### src/rtl/svpf_pkg.sv
// ----------------------------------------------------------------------------
// svpf_pkg
// Shared types, codes and constants for the swizzled VRAM blitter with
// page flipping.
// ----------------------------------------------------------------------------
`default_nettype none

package svpf_pkg;

    // VRAM size in bytes; flipping needs room for two frames
    localparam int unsigned VRAM_BYTES = 524288;

    // Field widths
    localparam int unsigned ACTION_W = 2;
    localparam int unsigned KIND_W   = 2;
    localparam int unsigned BYTE_W   = 8;
    localparam int unsigned ADDR_W   = 20;
    localparam int unsigned START_W  = 16;
    localparam int unsigned STRIDE_W = 11;
    localparam int unsigned MROWS_W  = 9;
    localparam int unsigned IWIDTH_W = 10;
    localparam int unsigned IROWS_W  = 9;
    localparam int unsigned COL_W    = 11;
    localparam int unsigned ROW_W    = 9;
    localparam int unsigned CFG_IDX_W  = 3;
    localparam int unsigned CFG_DATA_W = 11;

    // Action codes
    localparam logic [ACTION_W-1:0] ACT_PIXEL  = 2'd0;
    localparam logic [ACTION_W-1:0] ACT_FLIP   = 2'd1;
    localparam logic [ACTION_W-1:0] ACT_MODE   = 2'd2;
    localparam logic [ACTION_W-1:0] ACT_UNUSED = 2'd3;

    // Result kinds
    localparam logic [KIND_W-1:0] KIND_WRITE   = 2'd0;
    localparam logic [KIND_W-1:0] KIND_DISPLAY = 2'd1;
    localparam logic [KIND_W-1:0] KIND_REFUSED = 2'd2;

    // Configuration register indexes
    localparam logic [CFG_IDX_W-1:0] CFG_LINEAR_MODE = 3'd0;
    localparam logic [CFG_IDX_W-1:0] CFG_WIDE_PIXELS = 3'd1;
    localparam logic [CFG_IDX_W-1:0] CFG_VRAM_STRIDE = 3'd2;
    localparam logic [CFG_IDX_W-1:0] CFG_MODE_ROWS   = 3'd3;
    localparam logic [CFG_IDX_W-1:0] CFG_IMAGE_WIDTH = 3'd4;
    localparam logic [CFG_IDX_W-1:0] CFG_IMAGE_ROWS  = 3'd5;

    // Register reset values
    localparam logic [STRIDE_W-1:0] RST_VRAM_STRIDE = 11'd256;
    localparam logic [MROWS_W-1:0]  RST_MODE_ROWS   = 9'd240;
    localparam logic [IWIDTH_W-1:0] RST_IMAGE_WIDTH = 10'd256;
    localparam logic [IROWS_W-1:0]  RST_IMAGE_ROWS  = 9'd240;
    localparam logic [ADDR_W-1:0]   RST_FRAME_SIZE  = 20'd61440;

    typedef logic [ADDR_W-1:0] addr_t;

    // Bank swizzle: bit 2 moves to bit 18, bits 18..3 shift down by one
    function automatic addr_t swizzle(input addr_t off);
        swizzle = {1'b0, off[2], off[18:3], off[1:0]};
    endfunction

endpackage

`default_nettype wire

### src/rtl/svpf_if.sv
// ----------------------------------------------------------------------------
// svpf_if
// Valid/ready channels of the blitter: image beats in, VRAM results out.
// ----------------------------------------------------------------------------
`default_nettype none

interface svpf_in_if
    import svpf_pkg::*;
();
    logic                valid;
    logic                ready;
    logic [ACTION_W-1:0] action;
    logic [BYTE_W-1:0]   pixel_byte;

    modport source (output valid, output action, output pixel_byte, input ready);
    modport sink   (input valid, input action, input pixel_byte, output ready);
endinterface

interface svpf_out_if
    import svpf_pkg::*;
();
    logic               valid;
    logic               ready;
    logic [KIND_W-1:0]  kind;
    logic [ADDR_W-1:0]  vram_address;
    logic [BYTE_W-1:0]  write_byte;
    logic [START_W-1:0] display_start;
    logic               image_done;

    modport source (output valid, output kind, output vram_address, output write_byte,
                    output display_start, output image_done, input ready);
    modport sink   (input valid, input kind, input vram_address, input write_byte,
                    input display_start, input image_done, output ready);
endinterface

`default_nettype wire

### src/rtl/swizzled_vram_blit_page_flip.sv
// ----------------------------------------------------------------------------
// swizzled_vram_blit_page_flip
// Image byte stream to VRAM byte writes, with page flip and mode start.
// ----------------------------------------------------------------------------
// Usage:
//   in_ch  carries beats of {action, pixel_byte}. A pixel beat yields one
//          VRAM write beat on out_ch (address, byte, last-byte-of-image mark).
//          A flip beat yields a display start update or a refusal; a mode
//          start beat yields a display start of zero. Action code 3 is
//          dropped without a result.
//   cfg_we/cfg_index/cfg_data write the six mode registers; write them only
//          while no beat is in flight.
//   Path: the accept edge loads the input register; the beat moves on into
//   the result register once that is free, and out_ch is driven from the
//   result register. Throughput is one beat per cycle while out_ch does
//   not stall; the frame size product is kept in a register loaded
//   together with the stride and row count, so the per-beat path is one
//   three-term 20-bit add, the counter compares and the swizzle.
//   Reset clears the page and image counters and loads the register
//   defaults. When out_ch stalls, the result register holds and the input
//   register fills; in_ch ready drops once both are occupied.
// ----------------------------------------------------------------------------
`default_nettype none

module swizzled_vram_blit_page_flip
    import svpf_pkg::*;
(
    input  wire logic                  clk,
    input  wire logic                  rst_n,
    input  wire logic                  cfg_we,
    input  wire logic [CFG_IDX_W-1:0]  cfg_index,
    input  wire logic [CFG_DATA_W-1:0] cfg_data,
    svpf_in_if.sink                    in_ch,
    svpf_out_if.source                 out_ch
);

    // Mode registers
    logic                linear_mode_reg;
    logic                wide_pixels_reg;
    logic [STRIDE_W-1:0] vram_stride_reg;
    logic [MROWS_W-1:0]  mode_rows_reg;
    logic [IWIDTH_W-1:0] image_width_reg;
    logic [IROWS_W-1:0]  image_rows_reg;
    addr_t               frame_size_reg;
    logic [STRIDE_W-1:0] vram_stride_next;
    logic [MROWS_W-1:0]  mode_rows_next;

    // Input register
    logic                in_valid_reg;
    logic [ACTION_W-1:0] action_reg;
    logic [BYTE_W-1:0]   pixel_reg;

    // Page and image state
    logic             display_page_reg;
    logic             draw_page_reg;
    logic [COL_W-1:0] col_reg;
    logic [ROW_W-1:0] row_reg;
    addr_t            row_base_reg;

    // Result register
    logic               out_valid_reg;
    logic [KIND_W-1:0]  kind_reg;
    addr_t              addr_reg;
    logic [BYTE_W-1:0]  byte_reg;
    logic [START_W-1:0] start_reg;
    logic               done_reg;

    // Datapath
    logic             advance;
    logic             has_result;
    logic             flip_ok;
    logic [COL_W-1:0] span;
    addr_t            draw_off;
    addr_t            off;
    addr_t            pix_addr;
    logic [COL_W-1:0] col_inc;
    logic [ROW_W-1:0] row_inc;
    logic             row_wrap;
    logic             img_wrap;

    logic               display_page_next;
    logic               draw_page_next;
    logic [COL_W-1:0]   col_next;
    logic [ROW_W-1:0]   row_next;
    addr_t              row_base_next;
    logic [KIND_W-1:0]  kind_next;
    addr_t              addr_next;
    logic [BYTE_W-1:0]  byte_next;
    logic [START_W-1:0] start_next;
    logic               done_next;

    // Stride and row count as they stand after this edge
    assign vram_stride_next = (cfg_we && (cfg_index == CFG_VRAM_STRIDE))
                              ? cfg_data[STRIDE_W-1:0] : vram_stride_reg;
    assign mode_rows_next   = (cfg_we && (cfg_index == CFG_MODE_ROWS))
                              ? cfg_data[MROWS_W-1:0] : mode_rows_reg;

    // Write mode registers; load the frame size product with them
    always_ff @(posedge clk or negedge rst_n)
    begin
        if (!rst_n)
        begin
            linear_mode_reg <= 1'b0;
            wide_pixels_reg <= 1'b0;
            vram_stride_reg <= RST_VRAM_STRIDE;
            mode_rows_reg   <= RST_MODE_ROWS;
            image_width_reg <= RST_IMAGE_WIDTH;
            image_rows_reg  <= RST_IMAGE_ROWS;
            frame_size_reg  <= RST_FRAME_SIZE;
        end
        else
        begin
            frame_size_reg <= ADDR_W'(vram_stride_next * mode_rows_next);
            if (cfg_we)
            begin
                case (cfg_index)
                    CFG_LINEAR_MODE: linear_mode_reg <= cfg_data[0];
                    CFG_WIDE_PIXELS: wide_pixels_reg <= cfg_data[0];
                    CFG_VRAM_STRIDE: vram_stride_reg <= cfg_data[STRIDE_W-1:0];
                    CFG_MODE_ROWS:   mode_rows_reg   <= cfg_data[MROWS_W-1:0];
                    CFG_IMAGE_WIDTH: image_width_reg <= cfg_data[IWIDTH_W-1:0];
                    CFG_IMAGE_ROWS:  image_rows_reg  <= cfg_data[IROWS_W-1:0];
                    default: ;
                endcase
            end
        end
    end

    // Move the held beat on when the result register is free or it has no result
    assign has_result   = (action_reg != ACT_UNUSED);
    assign advance      = in_valid_reg && (!has_result || !out_valid_reg || out_ch.ready);
    assign in_ch.ready  = !in_valid_reg || advance;

    // Capture input beats
    always_ff @(posedge clk or negedge rst_n)
    begin
        if (!rst_n)
        begin
            in_valid_reg <= 1'b0;
        end
        else if (in_ch.ready)
        begin
            in_valid_reg <= in_ch.valid;
        end
    end

    always_ff @(posedge clk)
    begin
        if (in_ch.valid && in_ch.ready)
        begin
            action_reg <= in_ch.action;
            pixel_reg  <= in_ch.pixel_byte;
        end
    end

    // Derived mode values
    assign flip_ok  = !linear_mode_reg
                      && ({1'b0, frame_size_reg, 1'b0} <= (ADDR_W+2)'(VRAM_BYTES));
    assign span     = wide_pixels_reg ? {image_width_reg, 1'b0} : {1'b0, image_width_reg};
    assign draw_off = draw_page_reg ? frame_size_reg : '0;

    // Pixel address and counter advance
    assign off      = draw_off + row_base_reg + ADDR_W'(col_reg);
    assign pix_addr = linear_mode_reg ? off : swizzle(off);
    assign col_inc  = col_reg + 1'b1;
    assign row_inc  = row_reg + 1'b1;
    assign row_wrap = (col_inc >= span);
    assign img_wrap = (row_inc >= image_rows_reg);

    // Decode the held beat
    always_comb
    begin
        display_page_next = display_page_reg;
        draw_page_next    = draw_page_reg;
        col_next          = col_reg;
        row_next          = row_reg;
        row_base_next     = row_base_reg;
        kind_next         = KIND_WRITE;
        addr_next         = '0;
        byte_next         = '0;
        start_next        = '0;
        done_next         = 1'b0;
        case (action_reg)
            ACT_PIXEL:
            begin
                addr_next = pix_addr;
                byte_next = pixel_reg;
                col_next  = col_inc;
                if (row_wrap)
                begin
                    col_next      = '0;
                    row_next      = row_inc;
                    row_base_next = row_base_reg + ADDR_W'(vram_stride_reg);
                    if (img_wrap)
                    begin
                        row_next      = '0;
                        row_base_next = '0;
                        done_next     = 1'b1;
                    end
                end
            end
            ACT_FLIP:
            begin
                if (flip_ok)
                begin
                    kind_next         = KIND_DISPLAY;
                    display_page_next = draw_page_reg;
                    draw_page_next    = !draw_page_reg;
                    start_next        = draw_page_reg ? frame_size_reg[START_W+2:3] : '0;
                end
                else
                begin
                    kind_next = KIND_REFUSED;
                end
            end
            ACT_MODE:
            begin
                kind_next         = KIND_DISPLAY;
                display_page_next = 1'b0;
                draw_page_next    = flip_ok;
                col_next          = '0;
                row_next          = '0;
                row_base_next     = '0;
            end
            default: ;
        endcase
    end

    // Update page and image state
    always_ff @(posedge clk or negedge rst_n)
    begin
        if (!rst_n)
        begin
            display_page_reg <= 1'b0;
            draw_page_reg    <= 1'b0;
            col_reg          <= '0;
            row_reg          <= '0;
            row_base_reg     <= '0;
        end
        else if (advance)
        begin
            display_page_reg <= display_page_next;
            draw_page_reg    <= draw_page_next;
            col_reg          <= col_next;
            row_reg          <= row_next;
            row_base_reg     <= row_base_next;
        end
    end

    // Hold the result until taken
    always_ff @(posedge clk or negedge rst_n)
    begin
        if (!rst_n)
        begin
            out_valid_reg <= 1'b0;
        end
        else if (advance && has_result)
        begin
            out_valid_reg <= 1'b1;
        end
        else if (out_ch.ready)
        begin
            out_valid_reg <= 1'b0;
        end
    end

    always_ff @(posedge clk)
    begin
        if (advance && has_result)
        begin
            kind_reg  <= kind_next;
            addr_reg  <= addr_next;
            byte_reg  <= byte_next;
            start_reg <= start_next;
            done_reg  <= done_next;
        end
    end

    assign out_ch.valid         = out_valid_reg;
    assign out_ch.kind          = kind_reg;
    assign out_ch.vram_address  = addr_reg;
    assign out_ch.write_byte    = byte_reg;
    assign out_ch.display_start = start_reg;
    assign out_ch.image_done    = done_reg;

    // A swizzled write never lands above bit 18
    a_swizzle_range: assert property (@(posedge clk) disable iff (!rst_n)
        out_valid_reg && (kind_reg == KIND_WRITE) && !linear_mode_reg
        |-> !addr_reg[ADDR_W-1])
        else $error("swizzled address out of range");

    // Image done only marks VRAM writes
    a_done_kind: assert property (@(posedge clk) disable iff (!rst_n)
        out_valid_reg && done_reg |-> (kind_reg == KIND_WRITE))
        else $error("image done on non-write result");

    // Mode start clears the counters and the display page
    a_mode_clear: assert property (@(posedge clk) disable iff (!rst_n)
        advance && (action_reg == ACT_MODE)
        |=> (col_reg == '0) && (row_reg == '0) && (row_base_reg == '0) && !display_page_reg)
        else $error("mode start left state behind");

    // A refused flip leaves the pages alone
    a_flip_refused: assert property (@(posedge clk) disable iff (!rst_n)
        advance && (action_reg == ACT_FLIP) && !flip_ok
        |=> $stable(draw_page_reg) && $stable(display_page_reg))
        else $error("refused flip changed pages");

    // A successful flip shows the page that was being drawn
    a_flip_swap: assert property (@(posedge clk) disable iff (!rst_n)
        advance && (action_reg == ACT_FLIP) && flip_ok
        |=> (display_page_reg == $past(draw_page_reg)) && (draw_page_reg != display_page_reg))
        else $error("flip did not swap pages");

endmodule

`default_nettype wire

### src/flat_wrapper.sv
// flat-port wrapper written by rule: the top's interface ports become plain ports
module swizzled_vram_blit_page_flip_flat import svpf_pkg::*;
  (clk, rst_n, cfg_we, cfg_index, cfg_data, in_ch_valid, in_ch_action, in_ch_pixel_byte, in_ch_ready, out_ch_valid, out_ch_kind, out_ch_vram_address, out_ch_write_byte, out_ch_display_start, out_ch_image_done, out_ch_ready);
  svpf_in_if in_ch_i ();
  svpf_out_if out_ch_i ();
  input  wire logic clk;
  input  wire logic rst_n;
  input  wire logic cfg_we;
  input  wire logic [CFG_IDX_W-1:0] cfg_index;
  input  wire logic [CFG_DATA_W-1:0] cfg_data;
  input wire logic [$bits(in_ch_i.valid)-1:0] in_ch_valid;
  input wire logic [$bits(in_ch_i.action)-1:0] in_ch_action;
  input wire logic [$bits(in_ch_i.pixel_byte)-1:0] in_ch_pixel_byte;
  output wire logic [$bits(in_ch_i.ready)-1:0] in_ch_ready;
  output wire logic [$bits(out_ch_i.valid)-1:0] out_ch_valid;
  output wire logic [$bits(out_ch_i.kind)-1:0] out_ch_kind;
  output wire logic [$bits(out_ch_i.vram_address)-1:0] out_ch_vram_address;
  output wire logic [$bits(out_ch_i.write_byte)-1:0] out_ch_write_byte;
  output wire logic [$bits(out_ch_i.display_start)-1:0] out_ch_display_start;
  output wire logic [$bits(out_ch_i.image_done)-1:0] out_ch_image_done;
  input wire logic [$bits(out_ch_i.ready)-1:0] out_ch_ready;
  assign in_ch_i.valid = in_ch_valid;
  assign in_ch_i.action = in_ch_action;
  assign in_ch_i.pixel_byte = in_ch_pixel_byte;
  assign in_ch_ready = in_ch_i.ready;
  assign out_ch_valid = out_ch_i.valid;
  assign out_ch_kind = out_ch_i.kind;
  assign out_ch_vram_address = out_ch_i.vram_address;
  assign out_ch_write_byte = out_ch_i.write_byte;
  assign out_ch_display_start = out_ch_i.display_start;
  assign out_ch_image_done = out_ch_i.image_done;
  assign out_ch_i.ready = out_ch_ready;
  swizzled_vram_blit_page_flip u_core (.clk(clk), .rst_n(rst_n), .cfg_we(cfg_we), .cfg_index(cfg_index), .cfg_data(cfg_data), .in_ch(in_ch_i), .out_ch(out_ch_i));
endmodule
### config.mk
export PLATFORM = sky130hd
export DESIGN_NAME = swizzled_vram_blit_page_flip_flat
export DESIGN_NICKNAME = d
export VERILOG_FILES = /design/src/rtl/svpf_pkg.sv /design/src/rtl/svpf_if.sv /design/src/rtl/swizzled_vram_blit_page_flip.sv /design/src/flat_wrapper.sv
export SDC_FILE = /design/constraint.sdc
export NUM_CORES = 1
export LEC_CHECK = 0
export BUFFER_PORTS_ARGS = -buffer_cell sky130_fd_sc_hd__buf_2
export CORE_MARGIN = 5
export CORE_UTILIZATION = 25
export CTS_CLUSTER_SIZE = 8
export DETAILED_ROUTE_END_ITERATION = 8
export GPL_TIMING_DRIVEN = 1
export MAX_ROUTING_LAYER = met4
export PLACE_DENSITY = 0.39
export SLEW_MARGIN = 40
export SYNTH_ARGS = -nofsm -noshare
export SYNTH_HDL_FRONTEND = slang
export SYNTH_SLANG_ARGS = --single-unit
### constraint.sdc
create_clock -name clk -period 6.25 [get_ports clk]
set_clock_uncertainty 0.2 [all_clocks]
set_input_delay 1.25 -clock clk [delete_from_list [all_inputs] [get_ports clk]]
set_output_delay 1.25 -clock clk [all_outputs]
set_load 0.1 [all_outputs]
Yosys cells after proc, flatten, opt, wreduce, memory -nomap -nowiden

Cells that the tools add are included.

Bits in registers: 161
Bits of input ports: 29
Output and inout bits: 49
Logic and storage cells: 91

Add/subtract/negate cells: 5
Multipliers: 1
Order comparisons: 3
Equality and inequality tests: 10
Mux-type cells: 20
Reduce and logical (&&, ||, !) cells: 31

Operators with widths:

| kind                                                   | count |
|---|---|
| 2-to-1 mux 20 bit                                      | 3 |
| adder 20 x 11 -> 20 bit                                | 2 |
| one-hot mux 20 bit (2 select lines)                    | 1 |
| 2-to-1 mux 11 bit                                      | 3 |
| 2-to-1 mux 9 bit                                       | 3 |
| one-hot mux 11 bit (2 select lines)                    | 1 |
| <= comparator 21 x 20 -> 1 bit (second input constant) | 1 |
| adder 20 bit                                           | 1 |
| multiplier 11 x 9 -> 20 bit                            | 1 |
| 2-to-1 mux 19 bit                                      | 1 |
| one-hot mux 9 bit (2 select lines)                     | 1 |
| AND reduction 2 bit                                    | 9 |
| adder 11 x 1 -> 11 bit (second input constant)         | 1 |
| >= comparator 11 bit                                   | 1 |
| adder 9 x 1 -> 9 bit (second input constant)           | 1 |
| >= comparator 9 bit                                    | 1 |
| AND reduction 3 bit                                    | 3 |
| equality test 3 x 2 -> 1 bit (second input constant)   | 2 |
| equality test 3 bit (second input constant)            | 2 |
| logical AND 1 bit                                      | 6 |
| nonzero test 2 bit                                     | 3 |
| logical NOT 1 bit                                      | 5 |
| 2-to-1 mux 1 bit                                       | 4 |
| != test 2 x 1 -> 1 bit (second input constant)         | 2 |
| other kinds (10)                                       | 12 |

Longest topological paths before layout

Gate-level depths: netlist of run 1.

Depth after elaboration: 7
Depth in mapped cells: 24
Depth with buffers taken out: 23

Worst setup path before layout of run 1

OpenSTA, ideal clock, no wires.

Kind: input-to-reg
From: input cfg_we
To: register u_core.frame_size_reg[18]
Library setup time: 0.131 ns
Arrival: 6.102 ns
Required time: 5.919 ns
Path slack: -0.183 ns
Cell stages on the path: 19
Path buffers: 1
Path through: nor2b_1 > nand3_1 > mux2_2 > clkbuf_1 > nand2_1 > fa_1 > inv_1 > fa_1 > inv_1 > fa_1 > fa_1 > inv_1 > ha_1 > o21a_1 > o21ai_0 > a21o_1 > a31oi_1 > nor4b_1 > or3_1

Word-level cells in the longest chain between the ends: 3
Elaborated cells between the ends (all ways): 5
Classes of those cells: 1 x mul; 2 x mux; 2 x reduce/logical

Ends and longest elaborated chain:

| element                                               | RTL line                                                               | RTL |
|---|---|---|
| start, declared                                       | flat_wrapper.sv:8                                                      | `input wire logic cfg_we;` |
| logical AND 1 bit (on tied branches)                  | swizzled_vram_blit_page_flip.sv:93, swizzled_vram_blit_page_flip.sv:95 |  |
| 2-to-1 mux 11 bit or 2-to-1 mux 9 bit (tied branches) | swizzled_vram_blit_page_flip.sv:94, swizzled_vram_blit_page_flip.sv:96 |  |
| multiplier 11 x 9 -> 20 bit *                         | swizzled_vram_blit_page_flip.sv:113                                    | `frame_size_reg <= ADDR_W'(vram_stride_next * mode_rows_next);` |
| end signal, assigned                                  | swizzled_vram_blit_page_flip.sv:113                                    |  |
| end, declared                                         | swizzled_vram_blit_page_flip.sv:44                                     | `addr_t frame_size_reg;` |

Every way passes the cells marked *; elsewhere a longest branch is shown, timed or not.
A chain may end at the register's enable or synchronous reset.

Final worst setup path of run 1

From: input cfg_index[2]
To: register u_core.frame_size_reg[18]

Word-level cells in the longest chain between the ends: 4
Elaborated cells between the ends (all ways): 7
Classes of those cells: 1 x mul; 2 x eq/ne; 2 x mux; 2 x reduce/logical

Ends and longest elaborated chain:

| element                                               | RTL line                                                               | RTL |
|---|---|---|
| start, declared                                       | flat_wrapper.sv:9                                                      | `input wire logic [CFG_IDX_W-1:0] cfg_index;` |
| equality test 3 x 2 -> 1 bit (on tied branches)       | swizzled_vram_blit_page_flip.sv:93, swizzled_vram_blit_page_flip.sv:95 |  |
| logical AND 1 bit (on tied branches)                  | swizzled_vram_blit_page_flip.sv:93, swizzled_vram_blit_page_flip.sv:95 |  |
| 2-to-1 mux 11 bit or 2-to-1 mux 9 bit (tied branches) | swizzled_vram_blit_page_flip.sv:94, swizzled_vram_blit_page_flip.sv:96 |  |
| multiplier 11 x 9 -> 20 bit *                         | swizzled_vram_blit_page_flip.sv:113                                    |  |

Marked as above.

==> results.md, run 1 <==
- RSZ-0062 raised after global routing: no
- Vias in the first global route: 9108
- WHS Path Cells: 1
- Die width: 230 microns
- Sw frac: 44.3%
- DIE AREA: 52800 sq um
- CTS tree: built
- Clock tree buffer depth: 2
- Met2 wire length: 16.2 mm
- CP Max Fanout: 5
- Final setup violation count: 0
- Final core utilization: 30.6%
- WL per Instance: 16.7 microns
- ANT nets after route: 0
- Cell count after synthesis: 1188
- Ys flop type: dfrtp_1
- Syn_nets: 1397
- Initial antenna violation count: 1
- Final worst-path cycle share: 95.6%
- HPWL Detailed: 26.8 mm
- Reg-to-reg endpoint: u_core.frame_size_reg[18]
- Internal Pwr Total: 4.57 mW
- Complex-gate fraction of the synthesized area: 10.3%
- Hold crit path type: register to register
- Peak supply drop: 0.483 mV
- Drt pass-1 iters: 5
- Ports: 78
- # rows: 80
- Number of port buffers: 77
- WP data arrival: 6.10 ns
- Core area: 47700 sq um
- M1 wire length: 15.6 mm
- CP Class: primary input to register
- Max frequency: 0.167 GHz
- Simple-Gate Fraction of Synth Area: 15.5%
- R2R setup slack: 1.27 ns
- Post-Route WL: 33.0 mm
- Via count: 8870
- CTS H-Tree Depth: 4
- Slowest-stage cell, CP: fa_1
- Post-synth EDFFs: 57
- Worst skew pair latency: 0.45 ns
- Post-Syn Area: 12100 sq um
- Most frequent cells after synthesis: 139 x inv_1, 108 x nand2_1, 103 x ha_1
- Top Layer Used: met4
- Largest net degree at the start of global routing: 72
- Final Hold Viols: 0
- Number of buffers created by CTS: 17
- CP Capture Type: register
- Reg2Reg Launch Point: u_core.vram_stride_reg[7]
- HP Start: u_core.row_base_reg[12]
- Fill cell count: 4945
- Clock-pin slew on the worst setup and hold paths: 0.07 ns
- Synthesized area per cell: 10.2 sq um
- Seq cells post-synth: 161
- Worst Tran Pin Value: 0.820 ns
- Final GP Congestion: 0.823
- First-pass GRT wire length: 52.6 mm
- Final slew viol count: 0
- Clock Power Share: 13.6%
- Vias per cell: 4.48
- Crit path cell chain: buf_2 -> nor2b_2 -> nand2_1 -> nor2_4 -> buf_6 -> mux2i_2 -> buf_4 -> nor2_1 -> fa_1 -> inv_1 -> fa_1 -> inv_1 -> fa_1 -> inv_1 -> fa_1 -> inv_1 -> ha_1 -> or3_1 -> o21ai_0 -> a31oi_2 -> nor4b_1 -> or3_1
- R2r worst-path depth: 18
- Worst setup path start: cfg_index[2]
- Initial Utilization: 25.3%
- Synth Area in Adders: 23.4%
- Synth top area cells: dfrtp_1 19%, edfxtp_1 14%, fa_1 13%, ha_1 11%, inv_1 4.3%
- Post-synthesis sequential area ratio: 35.9%
- Hold buffer count at CTS: 0
- Setup tns final: 0 ns
- # clock sinks: 161
- Max-cap viol count: 0
- Status: completed
- Critical Path Max Stage Delay: 0.55 ns
- Area Growth Syn to Fin: 20.8%
- WP data required: 6.37 ns
- Pwr/cell area: 562 nW/um^2
- Post-Synth XOR/XNOR Area: 3.55%
- Net switching power: 3.63 mW
- Die Span Y: 230 microns
- Most common cell in the netlist: inv_1
- Share of the synthesized area in the top cell type: 18.6%
- Worst setup endpoint: u_core.frame_size_reg[18]
- Leak: 6.84 nW
- Library cells used by synthesis: 73
- Setup Fix Bufs, Post-CTS: 0
- Mux cell area share after synthesis: 5.95%
- Part of the power in registers: 20.3%
- Period minus WS final: 5.98 ns
- Startpoint Class: primary input
- Post-synth ARST share: 64.6%
- DR iter-0 viols: 542
- Met3 wire len: 874 microns
- Yosys synthesis warning count: 0
- GR Overflow Total: 0
- Root Driver: clkbuf_16
- Share of layout cells above drive strength 1: 20.6%
- Largest area contributor in the netlist: dfrtp_1
- Number of nets in the layout: 1562
- All-layer global routing usage: 13.0%
- Headroom to the max-slew limit: 45.2%
- Combinational Power Share: 66.1%
- Largest family of logic cells by synthesized area: adder cells
- Drt drc: 0
## worst min-delay path by stage
stage,to,slack (ns)
after floorplan,u_core.row_base_reg[12],0.26
after global placement,u_core.row_reg[8],0.29
after detailed placement,u_core.row_reg[8],0.30
after CTS,u_core.row_base_reg[12],0.31
after global routing,u_core.image_rows_reg[1],0.32
final,u_core.row_base_reg[12],0.31
## logic make-up after synthesis
group / count (synthesis)
simple gates: 376
compound gates: 180
fa+ha+maj: 180
buf+inv: 174
flops: 161
mux: 68
xor+xnor: 49
## layer usage
metal	vias to the layer above	track usage, %
met5	-	-
met4	0	3.08
met3	20	2.37
met2	95	21.1
met1	4340	17.1
li1	4415	-
## cell usage in the layout, fill, tap and decap left out, types with 27 or more instances in the layout
cell type	n
mux2i_1	32
inv_1	137
o21ai_0	33
fa_1	77
ha_1	103
a21oi_1	40
dfrtp_1	89
nand2_1	108
and3_1	27
and2_1	37
nand3_1	31
mux2_2	30
buf_4	101
xnor2_1	33
edfxtp_1	57
buf_2	76
nor2_1	86
## per-stage QoR
step / instance area (sq um) / instances / hold WS [ns] / setup WS, ns / total power, mW
global placement: 13900 / 1948 / 0.286 / -0.276 / 7.21
floorplan: 12100 / 1188 / 0.263 / 0.000662 / 5.30
CTS: 14500 / 1980 / 0.310 / 0.131 / 8.37
detailed placement: 13900 / 1948 / 0.297 / -0.362 / 7.17
finish: 14600 / 1982 / 0.307 / 0.274 / 8.20
global route: 14600 / 1982 / 0.321 / 0.00477 / 9.12
## power groups by stage
stage / logic [mW] / registers, mW / clock network (mW)
after CTS: 5.54 / 1.67 / 1.16
after global placement: 5.52 / 1.69 / 0
after detailed placement: 5.48 / 1.69 / 0
after global routing: 6.22 / 1.71 / 1.19
final: 5.42 / 1.67 / 1.12
after floorplan: 3.48 / 1.82 / 0
## critical path: cells and delay by family
family                     cells  cell delay [ns]
and+or+nand+nor                7             1.31
muxes                          1             0.24
adders and majority gates      5             2.41
buffers and inverters          7             0.66
AOI/OAI and AO/OA              2             0.21
## repair_timing
item,CTS,global route
hold endpoints to repair,0,0
endpoints found under the setup margin,0,4
resized for setup,0,12
## cell type report
cell class,instances,area (sq um),share of cell area [%]
clock buffers,17,425,2.92
diodes,1,2.50,0.0171
repair buffers,181,1190,8.15
flip-flops and latches,161,4330,29.7
clock inverters,15,190,1.30
well taps,615,769,5.27
inverters,139,526,3.60
multi-input cells,853,7160,49.0
Power figures use the tool's default switching activity.
==> run 2: changes to the inputs <==
Settings changed: CORE_UTILIZATION 25 to 59, PLACE_DENSITY 0.39 to 0.8.
==> results.md, run 2 (synthesis results as in run 1) <==
- WL per Instance: 17.4 microns
- Most frequent cells in the layout: 139 x inv_1, 107 x nand2_1, 103 x ha_1
- CP Max Fanout: 10
- Ports: 78
- Period minus WS final: 5.99 ns
- Critical Path Max Stage Delay: 0.56 ns
- Diode count: 0
- Hold buffer count at CTS: 0
- Peak supply drop: 0.625 mV
- Slowest-stage cell, CP: fa_1
- First-pass GRT wire length: 46.9 mm
- Initial Utilization: 59.9%
- Pwr/cell area: 574 nW/um^2
- Post-Route WL: 28.1 mm
- # clock sinks: 161
- Share of layout cells above drive strength 1: 19.7%
- Die Span Y: 153 microns
- Die width: 153 microns
- Vias in the first global route: 9467
- CP Class: primary input to register
- Final worst slack: 0.259 ns
- Drt drc: 0
- Setup Fix Bufs, Post-CTS: 0
- Post-Place Setup Slack: -0.348 ns
- Number of nets in the layout: 1544
- Crit path cell chain: buf_2 -> nor2b_4 -> nand2_1 -> nor2_1 -> buf_6 -> buf_4 -> mux2i_1 -> buf_4 -> nor2_1 -> fa_1 -> fa_1 -> inv_1 -> fa_1 -> fa_1 -> inv_1 -> ha_1 -> buf_4 -> a21oi_1 -> o22ai_2 -> o211a_1 -> a41oi_1 -> a31oi_1 -> xnor2_1
- Fill cell count: 1505
- Fin cells: 1618
- Startpoint Class: primary input
- Crit-path leading delay family: adder cells
- Tot Pwr: 8.04 mW
- DR iter-0 viols: 700
- Status: completed
- Number of port buffers: 77
- Final worst-path cycle share: 95.8%
- Final setup violation count: 0
- Worst skew pair latency: 0.44 ns
- # rows: 52
- All-layer global routing usage: 25.3%
- Headroom to the max-slew limit: 46.8%
- Largest net degree at the start of global routing: 69
- CTS tree: built
- CP Capture Type: register
- Max-cap viol count: 0
- Crit path top cell by count: fa_1
- Leak: 6.77 nW
- HPWL Detailed: 22.2 mm
- DIE AREA: 23400 sq um
- Number of buffers created by CTS: 17
- Final Hold Viols: 0
- Initial antenna violation count: 0
- Clock-pin slew on the worst setup and hold paths: 0.07 ns
- Area Growth Syn to Fin: 15.9%
- GR Overflow Total: 0
- Final slew viol count: 0
- WP data arrival: 6.15 ns
- Max frequency: 0.167 GHz
- Hold slack: 0.318 ns
- Clock tree buffer depth: 2
- Via count: 9224
- Root Driver: clkbuf_16
- Setup tns final: 0 ns
- Core area: 20200 sq um
- Worst Tran Pin Value: 0.791 ns
- WP data required: 6.41 ns
- ANT nets after route: 0
- Drt pass-1 iters: 6
- Vias per cell: 5.70
- Dpl cells: 1586
- CTS H-Tree Depth: 4
- Commonest non-fill, non-tap cell in the layout: inv_1
- Worst Path Buf+Inv: 7
- Hold crit path type: register to register
- Post-CTS Resized: 0
- Final GP Congestion: 1.01
-- run 2: power by group --
part | leakage, nW | internal [mW] | switching (mW)
Sequential | 1.83 | 1.42 | 0.248
Combinational | 4.65 | 2.41 | 2.93
Clock | 0.291 | 0.571 | 0.466
-- run 2: metrics by stage --
step,utilization [%],cell area (sq um)
2_1_floorplan,-,12100
3_3_place_gp,66.2,13300
3_5_place_dp,66.2,13400
4_1_cts,69.1,13900
5_1_grt,69.4,14000
6_report,69.4,14000
-- run 2: worst paths after layout --
path / depth (start not counted) / from / endpoint / slack (ns)
setup / recovery: 23 / cfg_we / u_core.frame_size_reg[19] / 0.26
hold / removal: 1 / u_core.image_rows_reg[2] / u_core.image_rows_reg[2] / 0.32
setup reg to reg: 18 / u_core.vram_stride_reg[7] / u_core.frame_size_reg[19] / 1.32
hold reg to reg: 1 / u_core.image_rows_reg[2] / u_core.image_rows_reg[2] / 0.32
max in group asynchronous: 2 / rst_n / u_core.frame_size_reg[14] / 4.26
min in group asynchronous: 1 / rst_n / u_core.row_reg[2] / 0.62
-- run 2: layer usage --
layer / vias up / GRT usage (%) / wire length [microns] / part of all wire [%]
li1: 4383 / - / - / -
met1: 4499 / 31.8 / 11800 / 42
met2: 270 / 42.1 / 14100 / 50
met3: 72 / 3.65 / 1450 / 5.1
met4: 0 / 9.08 / 710 / 2.5
met5: - / - / 0 / 0
-- run 2: final cells by class --
class / instances / area [sq um] / share of cell area, %
Sequential cell: 161 / 4330 / 31.0
Multi-Input combinational cell: 853 / 7160 / 51.2
Inverter: 139 / 522 / 3.73
Tap cell: 270 / 338 / 2.41
Timing Repair Buffer: 163 / 1050 / 7.53
Clock inverter: 12 / 108 / 0.769
Clock buffer: 20 / 479 / 3.42
